===== config.mk =====
export PLATFORM = sky130hd
export DESIGN_NAME = aesbe_ram
export DESIGN_NICKNAME = d
export VERILOG_FILES = /design/src/hw/rtl/aesbe_ram.sv
export SDC_FILE = /design/constraint.sdc
export NUM_CORES = 1
export LEC_CHECK = 0
export ABC_CLOCK_PERIOD_IN_PS = 4400
export BUFFER_PORTS_ARGS = -buffer_cell sky130_fd_sc_hd__buf_4
export CORE_ASPECT_RATIO = 1.2
export CORE_UTILIZATION = 61
export DETAILED_ROUTE_END_ITERATION = 12
export GPL_ROUTABILITY_DRIVEN = 0
export GPL_TIMING_DRIVEN = 0
export PLACE_DENSITY = 0.84
export SKIP_LAST_GASP = 1
export SLEW_MARGIN = 10
export SYNTH_ARGS = -nofsm -noshare
export SYNTH_HDL_FRONTEND = slang
export SYNTH_SLANG_ARGS = --single-unit

===== constraint.sdc =====
create_clock -name aclk -period 4.4 [get_ports aclk]
set_clock_uncertainty 0.2 [all_clocks]
set_input_delay 0.44 -clock aclk [delete_from_list [all_inputs] [get_ports aclk]]
set_output_delay 0.44 -clock aclk [all_outputs]
set_load 0.05 [all_outputs]

===== src/hw/rtl/aesbe_ram.sv =====
// ----------------------------------------------------------------------------
// Generic RAM
// One write port and one read port with registered read data.
// ----------------------------------------------------------------------------
`default_nettype none

module aesbe_ram #(
    parameter int WIDTH = 32,
    parameter int DEPTH = 15,
    parameter int AW    = $clog2(DEPTH)
) (
    input  wire logic             aclk,
    input  wire logic             we,
    input  wire logic [AW-1:0]    waddr,
    input  wire logic [WIDTH-1:0] wdata,
    input  wire logic [AW-1:0]    raddr,
    output logic      [WIDTH-1:0] rdata
);

    logic [WIDTH-1:0] mem [DEPTH];

    // Write port and registered read port.
    always_ff @(posedge aclk) begin
        if (we) begin
            mem[waddr] <= wdata;
        end
        rdata <= mem[raddr];
    end

endmodule

`default_nettype wire


**Word level (Yosys, flattened, before mapping)**

Memories as Yosys holds them, arrays and structs flattened. A register that Yosys moved wholly into a read port is not among the register bits.
Index checks and enable logic that the tools add are counted.
W data, S select, Z words.

- Muxes and demuxes: 2

Operator list:

| kind | number |
|---|---|
| $mux W1 | 2 |

- Input port bits: 42
- Memories kept: 1
- Bits in registers: 0
- Output and inout bits: 32
- Logic and storage cells: 3
- Bits in writable memories: 480

Memories:

| name | depth | bits a word | read ports | clocked after memory_dff | write ports | line | source |
|---|---|---|---|---|---|---|---|
| mem | 15 | 32 | 1 | 1 | 1 | 20 | `logic [WIDTH-1:0] mem [DEPTH];` |

**Depth between registers and ports, before layout**

- Word-level depth: 2
- Mapped depth: 8
- Gate-level depth less buffers: 4

**Worst setup path after synthesis**

Ideal clock, no wire load.

- Kind: input to register
- Start point: input port waddr[2]
- End point: memory mem[0][0] (enable)
- Setup time: 0.461 ns
- Stages: 2
- Slack: 0.580 ns
- Required time: 3.739 ns
- Buffers on the path: 0
- Arrival time: 3.158 ns
- Cell sequence: or3b_2 > nor3_1

RTL lines:

| element | line | source |
|---|---|---|
| start, declared | 14 | `input wire logic [AW-1:0] waddr,` |
| end, declared | 20 |  |

Straight into the memory's write port.

==> results.txt <==
ys flop type: edfxtp_1
Post-CTS Setup Repair Bufs: 0
mux contribution to synthesized area: 13.0%
post-synth top area cell: edfxtp_1
ant diodes: 0
Area contributors post-synth: edfxtp_1 76%, mux4_2 11%, dfxtp_1 3.4%
Vias: 9760
sequential power share: 54.5%
vias in the first global route: 10067
Gate Count Post-Synth: 886
pin count of the biggest net entering global routing: 25
Post-Synth XOR/XNOR Area: 0%
RSZ-0062 raised after global routing: no
clock slew seen by the registers of the worst setup and hold paths: 0.07 ns
row cnt: 70
first-pass GRT wire length: 62200 um
Post-Synth Adder-Cell Area: 0%
flops & latches, synth: 512
CTS Root Buffer Type: clkbuf_16
CP max stage delay: 0.70 ns
largest family of logic cells by synthesized area: multiplexers
Max FO, Critical Path: 10
initial antenna violation count: 0
fmax: 421 MHz
EDFF count, synth: 480
vias per cell: 6.55
layout cell share with drive strength beyond 1: 28.5%
grt total ovfl: 0
clock latency on the worst-skew pair: 0.54 ns
CTS buffer count: 45
Port Buffers: 69
DRT Wirelength: 42200 um
worst hold path type: in2reg
crit start category: input port
met3 WL: 4170 um
htree depth: 2
Compound-Gate Fraction of Synth Area: 3.67%
Net Count, Synth: 928
Max-cap violations: 0
Gate power share: 6.9%
met2 WL: 21700 um
Fin. Hold Viols: 0
Pint: 7.89 mW
min cycle time layout: 2.37 ns
WHS: 0.108 ns
Rel. slew slack: 34.1%
Cell Area, Synth: 18900 um^2
clock tree sinks: 512
post-synthesis cell type count: 31
r2r startpoint: mem[7][3]$_DFFE_PP_
post-cts sizing count: 0
status: complete, no violations
critical path data arrival time: 2.63 ns
Post-synth ARST share: 0%
Slowest cell on crit path: nor2_1
Final setup viols: 0
Top-Level Pins: 74
drt pass-1 iters: 5
die area: 31700 um^2
core area: 30500 um^2
sequential share of the synthesized area: 79.7%
DRT met1 WL: 15000 um
Area Growth Syn to Fin: 17.4%
dpl hpwl: 24600 um
overall power: 10.1 mW
total power per unit cell area: 454 nW/um^2
Worst Path Required: 4.66 ns
CTS Buffer Depth: 3
DRC: 0
hold path start: raddr[3]
Static Leak: 7.29 nW
TritonCTS clock tree: yes
Clock Power Share: 38.6%
Nets: 1102
Layout Cells excl Fill: 1490
Switch Pwr: 2.17 mW
Worst Path Buf+Inv: 3
hold_buf cts: 32
DP Area: 20400 um^2
Setup crit end kind: flop
Post-Route Utilization: 72.7%
CP delay by family, top: buffers and inverters
Post-Syn Area per Cell: 21.3 um^2
GRT Util Overall: 27.6%
Die X: 163 um
post-route cell area: 22200 um^2
Synth Area in Simple Gates: 2.19%
dpl cells: 1377
sw frac: 21.6%
Yosys warning count: 0
initial detailed-routing violation count: 1278
worst slew pin tran: 0.983 ns
initial cell density of the core: 62.0%
DR top layer: met4
maximum vdd drop: 0.000365 V
ANT nets after route: 0
post-synth top area share: 76.3%
height of the die: 195 um
DR WL/cell: 28.3 um
Setup crit start: raddr[3]
fin. max-slew vios: 0
Final period util: 53.9%
# fillers: 1678
CP Cell Sequence: buf_2 -> inv_1 -> nor2_1 -> clkbuf_1 -> nand2_1 -> o211ai_1
Worst Setup Path Type: in2reg
-- layout by cell type (no fill, tap or decap), drive strengths merged, types with 8 or more instances in the layout --
master and count:
clkbuf 68, mux2i 38, a21oi 26, buf 131
nand2 30, o21ai 8, a22oi 30, nor2 40
edfxtp 480, clkinv 13, mux4 92, dfxtp 32
o211ai 26, dlygate4sd3 32
-- power by group through the flow --
stage          combinational (mW)  clock, mW  sequential (mW)
3_5_place_dp                0.665          0             5.58
6_report                    0.699       3.88             5.48
5_1_grt                     0.732       4.08             5.49
4_1_cts                     0.698       3.91             5.48
2_1_floorplan               0.275          0             5.70
3_3_place_gp                0.626          0             5.58
-- cell usage after synthesis, types with 2 or more instances --
library cell    n
a211o_1         4
a21oi_1        26
a22oi_1        29
a31oi_1         6
buf_2          22
buf_4           8
buf_6           4
clkbuf_1        8
dfxtp_1        32
edfxtp_1      480
mux2i_1        38
mux4_2         92
nand2_1        30
nand2b_1        7
nand3b_1        2
nor2_1         40
nor2b_1         6
nor3_1          4
nor3b_1         2
o211ai_1       26
o21ai_0         6
o21ai_1         2
o22ai_1         4
-- worst register-to-register path: stages, from the launching register on --
cell      delay [ns]
edfxtp_1        0.37
mux4_2          0.49
a22oi_1         0.27
o211ai_1        0.24
-- final cells by class --
| cell class | instances | area [um^2] | share of cell area (%) |
|---|---|---|---|
| flip-flops and latches | 512 | 15100 | 67.9 |
| multi-input cells | 328 | 3660 | 16.5 |
| clock buffers | 59 | 1250 | 5.63 |
| repair buffers | 127 | 1220 | 5.52 |
| well taps | 396 | 495 | 2.24 |
| plain buffers | 45 | 269 | 1.21 |
| clock inverters | 22 | 209 | 0.943 |
| inverters | 1 | 3.75 | 0.0169 |
-- flip-flops by register name, indices dropped and copies added, names as in the netlist --
name   cells
rdata     32
mem      480
-- worst paths after layout --
path / endpoint / depth (start not counted) / slack, ns
max: rdata[27]$_DFF_P_ / 6 / 2.03
min: rdata[1]$_DFF_P_ / 2 / 0.11
max reg2reg: rdata[3]$_DFF_P_ / 3 / 2.64
min reg2reg: rdata[22]$_DFF_P_ / 2 / 0.35
-- layer usage --
metal  vias to the layer above  global-route usage, %
li1                       4001                      -
met1                      4987                   36.3
met2                       667                   46.3
met3                       105                   5.23
met4                         0                   10.0
met5                         -                      0
-- metrics by stage --
step,TNS (ns),setup WS [ns]
after global placement,-195.72,-1.83
after floorplan,0,0.580
after detailed placement,0,1.62
after global routing,0,2.05
after CTS,0,2.13
final,0,2.03
-- cells by family after synthesis --
kind of cell,count (synthesis)
mux,130
simple gates,94
compound gates,104
flops,512
buf+inv,46
No activity file was read; power rests on OpenSTA's default activity.
